--- config.mk ---
export PLATFORM = sky130hd
export DESIGN_NAME = encoder_to_joystick_axis
export DESIGN_NICKNAME = d
export VERILOG_FILES = /design/src/hw/rtl/ejx_pkg.sv /design/src/hw/rtl/encoder_to_joystick_axis.sv /design/src/hw/rtl/ejx_axis.sv
export SDC_FILE = /design/constraint.sdc
export NUM_CORES = 1
export LEC_CHECK = 0
export ABC_AREA = 1
export BUFFER_PORTS_ARGS = -buffer_cell sky130_fd_sc_hd__buf_2
export CAP_MARGIN = 20
export CORE_MARGIN = 2
export CORE_UTILIZATION = 36
export DETAILED_ROUTE_END_ITERATION = 8
export GPL_TIMING_DRIVEN = 0
export PLACE_DENSITY = 0.51
export SYNTH_ARGS = -nofsm -noshare
export SYNTH_HDL_FRONTEND = slang
export SYNTH_SLANG_ARGS = --single-unit
--- constraint.sdc ---
create_clock -name clock -period 16.9 [get_ports clock]
set_clock_uncertainty 0.05 [all_clocks]
set_input_delay 3.38 -clock clock [delete_from_list [all_inputs] [get_ports clock]]
set_output_delay 3.38 -clock clock [all_outputs]
set_load 0.05 [all_outputs]
--- src/hw/rtl/ejx_pkg.sv ---
// Shared types, constants and register codes for the encoder to joystick axis block.
package ejx_pkg;

   // Field widths fixed by the interface.
   localparam int COUNT_W = 16;
   localparam int TIME_W  = 32;
   localparam int POS_W   = 8;
   localparam int REM_W   = 9;
   localparam int SHIFT_W = 4;
   localparam int MSTEP_W = 7;
   localparam int IDLE_W  = 16;
   localparam int CSR_IDX_W  = 2;
   localparam int CSR_DATA_W = 16;

   // Arithmetic limits.
   localparam int SHIFT_MAX = 8;
   localparam int POS_LIMIT = 127;

   // Configuration reset values.
   localparam logic [SHIFT_W-1:0] STEP_SHIFT_RESET = 4'd4;
   localparam logic [MSTEP_W-1:0] MAX_STEP_RESET   = 7'd8;
   localparam logic [IDLE_W-1:0]  IDLE_RESET       = 16'd100;

   // Output queue depth.
   localparam int FIFO_DEPTH = 4;

   // Register indexes.
   localparam logic [CSR_IDX_W-1:0] REG_STEP_SHIFT = 2'd0;
   localparam logic [CSR_IDX_W-1:0] REG_MAX_STEP   = 2'd1;
   localparam logic [CSR_IDX_W-1:0] REG_IDLE       = 2'd2;

   // Input word kinds.
   localparam logic KIND_INIT   = 1'b0;
   localparam logic KIND_UPDATE = 1'b1;

   // Direction of the last movement on one axis.
   typedef enum logic [1:0] {
      DIR_NONE = 2'b00,
      DIR_UP   = 2'b01,
      DIR_DOWN = 2'b10
   } dir_type;

   // Configuration seen by each axis.
   typedef struct packed {
      logic [SHIFT_W-1:0] step_shift;
      logic [MSTEP_W-1:0] max_step;
   } axis_cfg_type;

   // Stored state of one axis.
   typedef struct packed {
      logic [COUNT_W-1:0]      prev;
      logic signed [REM_W-1:0] rem;
      dir_type                 dir;
      logic signed [POS_W-1:0] pos;
   } axis_state_type;

   // Next values computed by one axis for an update word.
   typedef struct packed {
      logic signed [POS_W-1:0] step;
      logic signed [REM_W-1:0] rem;
      dir_type                 dir;
      logic signed [POS_W-1:0] pos;
   } axis_next_type;

   // One result word.
   typedef struct packed {
      logic                    report_valid;
      logic signed [POS_W-1:0] pos_y;
      logic signed [POS_W-1:0] pos_x;
   } result_type;

endpackage

--- src/hw/rtl/encoder_to_joystick_axis.sv ---
// Top level of the encoder to joystick axis block: input stage, state and output queue.
// The block takes one input word per clock cycle while req_tready is high and returns one
// result word for each, through the input register and then the output queue. An accepted
// word sits in the input register, where the per-axis add, shift and clamp logic and the
// 32-bit idle compare update the state and produce the result in that same cycle; the
// result then goes into a four-entry output queue. req_tready drops only while the queue
// and the input register together hold four words, so a stalled result side holds off new
// words without loss, and a steady stream with a ready result side runs at one word per cycle.
module encoder_to_joystick_axis import ejx_pkg::*; (
   input  logic                  clock,
   input  logic                  reset,
   // Input channel.
   input  logic                  req_tvalid,
   output logic                  req_tready,
   input  logic [63:0]           req_tdata,   // counter_x[15:0], counter_y[31:16], time_ms[63:32]
   input  logic                  req_tuser,   // kind[0]
   // Result channel.
   output logic                  rsp_tvalid,
   input  logic                  rsp_tready,
   output logic [15:0]           rsp_tdata,   // pos_x[7:0], pos_y[15:8]
   output logic                  rsp_tuser,   // report_valid[0]
   // Configuration port.
   input  logic                  csr_we,
   input  logic [CSR_IDX_W-1:0]  csr_index,
   input  logic [CSR_DATA_W-1:0] csr_wdata
);

   localparam int PTR_W = $clog2(FIFO_DEPTH);
   localparam int CNT_W = $clog2(FIFO_DEPTH + 1);

   // Configuration registers.
   logic [SHIFT_W-1:0] step_shift_ff;
   logic [MSTEP_W-1:0] max_step_ff;
   logic [IDLE_W-1:0]  idle_timeout_ff;

   // Input stage.
   logic               in_valid_ff;
   logic               in_kind_ff;
   logic [COUNT_W-1:0] in_cx_ff;
   logic [COUNT_W-1:0] in_cy_ff;
   logic [TIME_W-1:0]  in_time_ff;
   logic               req_accept;

   // Block state.
   axis_state_type          axis_x_ff, axis_x_in;
   axis_state_type          axis_y_ff, axis_y_in;
   logic [TIME_W-1:0]       move_time_ff, move_time_in;
   logic signed [POS_W-1:0] reported_x_ff, reported_x_in;
   logic signed [POS_W-1:0] reported_y_ff, reported_y_in;

   // Axis results and the word being produced.
   axis_cfg_type  axis_cfg;
   axis_next_type nxt_x;
   axis_next_type nxt_y;
   logic          moving;
   logic          idle;
   result_type    result;

   // Output queue.
   result_type         fifo_mem [FIFO_DEPTH];
   logic [PTR_W-1:0]   wr_ptr_ff;
   logic [PTR_W-1:0]   rd_ptr_ff;
   logic [CNT_W-1:0]   count_ff;
   logic               push;
   logic               pop;

   // Configuration writes; an index beyond the list is ignored.
   always_ff @(posedge clock) begin
      if (reset) begin
         step_shift_ff   <= STEP_SHIFT_RESET;
         max_step_ff     <= MAX_STEP_RESET;
         idle_timeout_ff <= IDLE_RESET;
      end else if (csr_we) begin
         case (csr_index)
            REG_STEP_SHIFT: step_shift_ff   <= csr_wdata[SHIFT_W-1:0];
            REG_MAX_STEP:   max_step_ff     <= csr_wdata[MSTEP_W-1:0];
            REG_IDLE:       idle_timeout_ff <= csr_wdata[IDLE_W-1:0];
            default: ;
         endcase
      end
   end

   // Accept a word while the queue has room for everything in flight.
   assign req_tready = (count_ff + CNT_W'(in_valid_ff)) < CNT_W'(FIFO_DEPTH);
   assign req_accept = req_tvalid && req_tready;

   always_ff @(posedge clock) begin
      if (reset) begin
         in_valid_ff <= 1'b0;
      end else begin
         in_valid_ff <= req_accept;
      end
   end

   always_ff @(posedge clock) begin
      if (req_accept) begin
         in_kind_ff <= req_tuser;
         in_cx_ff   <= req_tdata[15:0];
         in_cy_ff   <= req_tdata[31:16];
         in_time_ff <= req_tdata[63:32];
      end
   end

   // Per-axis step logic.
   assign axis_cfg.step_shift = step_shift_ff;
   assign axis_cfg.max_step   = max_step_ff;

   ejx_axis u_axis_x (
      .cfg   (axis_cfg),
      .st    (axis_x_ff),
      .count (in_cx_ff),
      .nxt   (nxt_x)
   );

   ejx_axis u_axis_y (
      .cfg   (axis_cfg),
      .st    (axis_y_ff),
      .count (in_cy_ff),
      .nxt   (nxt_y)
   );

   assign moving = (nxt_x.step != '0) || (nxt_y.step != '0);
   assign idle   = (in_time_ff - move_time_ff) > {{(TIME_W-IDLE_W){1'b0}}, idle_timeout_ff};

   // State update and result for the word in the input stage.
   always_comb begin
      axis_x_in     = axis_x_ff;
      axis_y_in     = axis_y_ff;
      move_time_in  = move_time_ff;
      reported_x_in = reported_x_ff;
      reported_y_in = reported_y_ff;
      result        = '0;
      if (in_valid_ff) begin
         axis_x_in.prev = in_cx_ff;
         axis_y_in.prev = in_cy_ff;
         if (in_kind_ff == KIND_INIT) begin
            axis_x_in.pos = '0;
            axis_y_in.pos = '0;
            move_time_in  = in_time_ff;
         end else begin
            axis_x_in.rem = nxt_x.rem;
            axis_x_in.dir = nxt_x.dir;
            axis_y_in.rem = nxt_y.rem;
            axis_y_in.dir = nxt_y.dir;
            if (moving) begin
               axis_x_in.pos = nxt_x.pos;
               axis_y_in.pos = nxt_y.pos;
               move_time_in  = in_time_ff;
            end else if (idle && ((axis_x_ff.pos != '0) || (axis_y_ff.pos != '0))) begin
               // Recenter after a quiet period.
               axis_x_in.pos = '0;
               axis_y_in.pos = '0;
               move_time_in  = in_time_ff;
            end
            if ((axis_x_in.pos != reported_x_ff) || (axis_y_in.pos != reported_y_ff)) begin
               result.report_valid = 1'b1;
               reported_x_in       = axis_x_in.pos;
               reported_y_in       = axis_y_in.pos;
            end
         end
         result.pos_x = axis_x_in.pos;
         result.pos_y = axis_y_in.pos;
      end
   end

   always_ff @(posedge clock) begin
      if (reset) begin
         axis_x_ff     <= '{prev: '0, rem: '0, dir: DIR_NONE, pos: '0};
         axis_y_ff     <= '{prev: '0, rem: '0, dir: DIR_NONE, pos: '0};
         move_time_ff  <= '0;
         reported_x_ff <= '0;
         reported_y_ff <= '0;
      end else begin
         axis_x_ff     <= axis_x_in;
         axis_y_ff     <= axis_y_in;
         move_time_ff  <= move_time_in;
         reported_x_ff <= reported_x_in;
         reported_y_ff <= reported_y_in;
      end
   end

   // Output queue: every word in the input stage is pushed.
   assign push = in_valid_ff;
   assign pop  = rsp_tvalid && rsp_tready;

   always_ff @(posedge clock) begin
      if (push) begin
         fifo_mem[wr_ptr_ff] <= result;
      end
   end

   always_ff @(posedge clock) begin
      if (reset) begin
         wr_ptr_ff <= '0;
         rd_ptr_ff <= '0;
         count_ff  <= '0;
      end else begin
         if (push) begin
            wr_ptr_ff <= wr_ptr_ff + PTR_W'(1);
         end
         if (pop) begin
            rd_ptr_ff <= rd_ptr_ff + PTR_W'(1);
         end
         count_ff <= count_ff + CNT_W'(push) - CNT_W'(pop);
      end
   end

   assign rsp_tvalid = (count_ff != '0);
   assign rsp_tdata  = {fifo_mem[rd_ptr_ff].pos_y, fifo_mem[rd_ptr_ff].pos_x};
   assign rsp_tuser  = fifo_mem[rd_ptr_ff].report_valid;

endmodule

--- src/hw/rtl/ejx_axis.sv ---
// Per-axis step computation: count difference, remainder division and clamping.
module ejx_axis import ejx_pkg::*; (
   input  axis_cfg_type       cfg,
   input  axis_state_type     st,
   input  logic [COUNT_W-1:0] count,
   output axis_next_type      nxt
);

   localparam int ACC_W = COUNT_W + 1;

   logic signed [COUNT_W-1:0] diff;
   dir_type                   new_dir;
   logic                      flip;
   logic signed [REM_W-1:0]   rem_base;
   logic signed [ACC_W-1:0]   acc;
   logic [SHIFT_W-1:0]        sh;
   logic signed [ACC_W-1:0]   bias;
   logic signed [ACC_W-1:0]   biased;
   logic signed [ACC_W-1:0]   quot;
   logic signed [ACC_W-1:0]   rem_full;
   logic signed [ACC_W-1:0]   lim;
   logic signed [ACC_W-1:0]   step_clamped;
   logic signed [POS_W:0]     pos_sum;

   // Wrapped difference and its direction.
   assign diff    = $signed(count - st.prev);
   assign new_dir = (diff == '0) ? DIR_NONE : (diff[COUNT_W-1] ? DIR_DOWN : DIR_UP);
   assign flip    = (new_dir != DIR_NONE) && (new_dir != st.dir);

   // A reversal clears the remainder before the difference is added.
   assign rem_base = flip ? '0 : st.rem;
   assign acc = {diff[COUNT_W-1], diff}
              + {{(ACC_W-REM_W){rem_base[REM_W-1]}}, rem_base};

   // Division by 2^shift truncating toward zero: bias negative values first.
   assign sh = (cfg.step_shift > SHIFT_W'(SHIFT_MAX)) ? SHIFT_W'(SHIFT_MAX)
                                                      : cfg.step_shift;
   assign bias     = acc[ACC_W-1] ? ((ACC_W'(1) << sh) - ACC_W'(1)) : '0;
   assign biased   = acc + bias;
   assign quot     = biased >>> sh;
   assign rem_full = acc - (quot <<< sh);

   // Step clamp to the largest allowed change.
   assign lim = $signed({{(ACC_W-MSTEP_W){1'b0}}, cfg.max_step});

   always_comb begin
      if (quot > lim) begin
         step_clamped = lim;
      end else if (quot < -lim) begin
         step_clamped = -lim;
      end else begin
         step_clamped = quot;
      end
   end

   // Moved position, saturated at the position limit.
   assign pos_sum = {st.pos[POS_W-1], st.pos} + {step_clamped[POS_W-1], step_clamped[POS_W-1:0]};

   always_comb begin
      nxt.step = step_clamped[POS_W-1:0];
      nxt.rem  = rem_full[REM_W-1:0];
      nxt.dir  = flip ? new_dir : st.dir;
      if (pos_sum > (POS_W+1)'(POS_LIMIT)) begin
         nxt.pos = POS_W'(POS_LIMIT);
      end else if (pos_sum < -((POS_W+1)'(POS_LIMIT))) begin
         nxt.pos = -(POS_W'(POS_LIMIT));
      end else begin
         nxt.pos = pos_sum[POS_W-1:0];
      end
   end

endmodule

==> insert_results.sql <==
INSERT INTO impl_metrics (metric_group, metric, value, unit) VALUES
('timing', 'endpoints_failing_hold', '0', ''),
('critical_path', 'crit_start', 'in_cy_ff[0]', ''),
('yosys', 'yosys-top-cells-area', 'edfxtp_1, dfxtp_1, ha_1', ''),
('critical_path', 'critPathKind', 'flip-flop to flip-flop', ''),
('cells_and_area', 'final_design_area_no_fill', '25800', 'µm²'),
('placed_design', 'final_wtd_congestion', '0.920', ''),
('yosys', 'synth_seq_area_share', '30.9', '%'),
('run_status', 'outcome', 'finished clean', ''),
('yosys', 'synth.most_common_cell', 'nand2_1', ''),
('cts', 'tritoncts.num_buffers', '36', ''),
('yosys', 'synth_xor_xnor_area_share', '4.91', '%'),
('yosys', 'yosys_register_bits', '288', ''),
('cts', 'clock_pin_slew_reported_for_the_worst_setup_and_hold_paths_after_clock_tree_synthesis', '0.06', 'ns'),
('yosys', 'synth_ff_type', 'dfxtp_1', ''),
('critical_path', 'crit_top_cell', 'nand2_1', ''),
('die', 'die_width', '256', 'µm'),
('yosys', 'post_synth.cell_area_avg', '7.10', 'µm²'),
('die', 'initial_core_util', '36.4', '%'),
('route', 'drc_errors', '0', ''),
('route', 'num_vias', '20500', ''),
('cts', 'postCtsSetupBuffers', '0', ''),
('global_route', 'first_pass_grt_wire_length', '105000', 'µm'),
('timing', 'tightest_slew', '0.918', 'ns'),
('timing', 'layout_setup_ws', '2.76', 'ns'),
('cts', 'hold_buffers', '0', ''),
('cts', 'tritoncts', 'yes', ''),
('cts', 'htree_levels', '2', ''),
('yosys', 'synth_top_area_share', '17.4', '%'),
('cells_and_area', 'area_growth', '12.7', '%'),
('placed_design', 'preCtsSetupSlack', '2.75', 'ns'),
('power_and_ir_drop', 'leakage', '12.3', 'nW'),
('cts', 'clk_latency', '0.55', 'ns'),
('cts', 'clock_tree.root_cell', 'clkbuf_16', ''),
('min_path', 'hold_depth', '2', ''),
('critical_path', 'critical_path.startpoint_type', 'flip-flop', ''),
('route', 'm1WireLength', '32500', 'µm'),
('route', 'postRouteAntennaNets', '0', ''),
('power_and_ir_drop', 'power_per_unit_of_standard_cell_area', '187', 'nW/µm²'),
('route', 'drt-vias-per-instance', '4.82', ''),
('route', 'route.met3.wl', '2630', 'µm'),
('cells_and_area', 'fin_nets', '3703', ''),
('critical_path', 'worst-endpoint-required', '17.28', 'ns'),
('placed_design', 'placed_area', '24600', 'µm²'),
('yosys', 'synth.lib_cells_used.distinct', '64', ''),
('cells_and_area', 'final_layout_size_suffix_gt1_share', '9.48', '%'),
('critical_path', 'worstPathMaxFanout', '10', ''),
('timing', 'final-max-slew-violation-count', '0', ''),
('cts', 'clock_sinks', '288', ''),
('critical_path', 'critPathMaxStageDelay', '0.40', 'ns'),
('global_route', 'grt_max_degree', '31', ''),
('yosys', 'synth.top_cells.by_count', 'nand2_1, inv_1, a21oi_1, nor2_1, o21ai_0', ''),
('die', 'floorplan.die.height', '256', 'µm'),
('die', 'top_level_ports', '107', ''),
('power_and_ir_drop', 'totalPowerFinal', '4.82', 'mW'),
('power_and_ir_drop', 'vdd_drop_max', '0.0000872', 'V'),
('die', 'placementRows', '92', ''),
('yosys', 'async_flop_share', '0', '%'),
('route', 'wl_met2', '29800', 'µm'),
('critical_path', 'worstSetupEndpoint', 'reported_y_ff[4]', ''),
('yosys', 'synthSimpleGateAreaFrac', '25.1', '%'),
('critical_path', 'crit-reg2reg-capture', 'reported_y_ff[4]', ''),
('critical_path', 'timing.critical_path.slowest_stage_cell', 'fa_1', ''),
('critical_path', 'timing.critical_path.to_type', 'flip-flop', ''),
('die', 'design.die.area', '65700', 'µm²'),
('route', 'route.detailed.wl_per_inst', '15.6', 'µm'),
('yosys', 'syn_inst', '3232', ''),
('cts', 'clockBufferDepth', '3', ''),
('critical_path', 'critical_path_depth_in_cells', '90', ''),
('yosys', 'multiplexer_fraction_of_the_synthesized_cell_area', '0.0873', '%'),
('yosys', 'synth_top_cell_by_area', 'edfxtp_1', ''),
('die', 'core-area', '63100', 'µm²');
layout make-up:
class                           instances  area (µm²)
Clock inverter                         17         249
Fill cell                            6802       37200
Timing Repair Buffer                  107         573
Inverter                              519        1950
Multi-Input combinational cell       2338       13500
Tap cell                              846        1060
Buffer                                 98         470
Sequential cell                       288        7100
Clock buffer                           49         980
registers in the layout, indices dropped and copies added (netlist names), named ones only:
name / cells
in_cx_ff: 16
in_cy_ff: 16
wr_ptr_ff: 2
in_kind_ff: 1
in_valid_ff: 1
axis_x_ff: 35
reported_x_ff: 8
reported_y_ff: 8
axis_y_ff: 35
idle_timeout_ff: 16
max_step_ff: 7
rd_ptr_ff: 2
fifo_mem: 68
count_ff: 3
in_time_ff: 32
step_shift_ff: 4
move_time_ff: 32
tightest hold or removal path, cell delays in order, from the launching register on:
cell and delay, ns:
dfxtp_1 0.29, inv_1 0.06, a21oi_1 0.05
stage by stage:
step                utilization (%)  cells  hold WS [ns]
floorplan                         -   3243         0.383
global placement               38.9   4194         0.399
detailed placement             39.0   4196         0.403
CTS                            41.0   4262         0.411
global route                   41.0   4262         0.420
finish                         41.0   4262         0.406
cell usage in the layout (no fill, tap or decap), drive strengths merged, types with 14 or more instances in the layout:
master and count:
inv 514, xnor2 51, nor3 36, edfxtp 133
o21ai 265, o211ai 14, a21oi 286, dfxtp 155
clkinv 16, nand3 175, buf 139, nand3b 29
xor2 75, nand2 748, o22ai 25, clkbuf 115
o21bai 14, nand4 16, nor2 277, ha 216
cell families after synthesis:
| group | after synthesis |
|---|---|
| multiplexers | 2 |
| buffers and inverters | 617 |
| flip-flops | 288 |
| other | 1 |
| AND/OR/NAND/NOR | 1310 |
| AO/OA/AOI/OAI | 661 |
| adder cells (fa/ha/maj) | 227 |
| XOR/XNOR | 126 |
how the worst min path moves through the flow:
| stage | endpoint | from | slack, ns |
|---|---|---|---|
| 3_5_place_dp | move_time_ff[27] | move_time_ff[27] | 0.40 |
| 3_3_place_gp | move_time_ff[21] | move_time_ff[21] | 0.40 |
| 4_1_cts | move_time_ff[27] | move_time_ff[27] | 0.41 |
| 2_1_floorplan | move_time_ff[10] | move_time_ff[10] | 0.38 |
| 6_report | move_time_ff[6] | move_time_ff[6] | 0.41 |
| 5_1_grt | move_time_ff[2] | move_time_ff[2] | 0.42 |
layer usage:
| metal | GRT usage (%) | vias up |
|---|---|---|
| met1 | 27.5 | 9189 |
| met2 | 32.7 | 374 |
| li1 | - | 10900 |
| met5 | 0 | - |
| met4 | 5.43 | 2 |
| met3 | 2.48 | 76 |
report_power, final:
part	leakage [nW]	switching (mW)	internal (mW)
logic	9.12	2.08	1.06
registers	2.54	0.0483	0.835
clock network	0.598	0.309	0.488
Note: power is estimated with default switching activity, not from simulation.
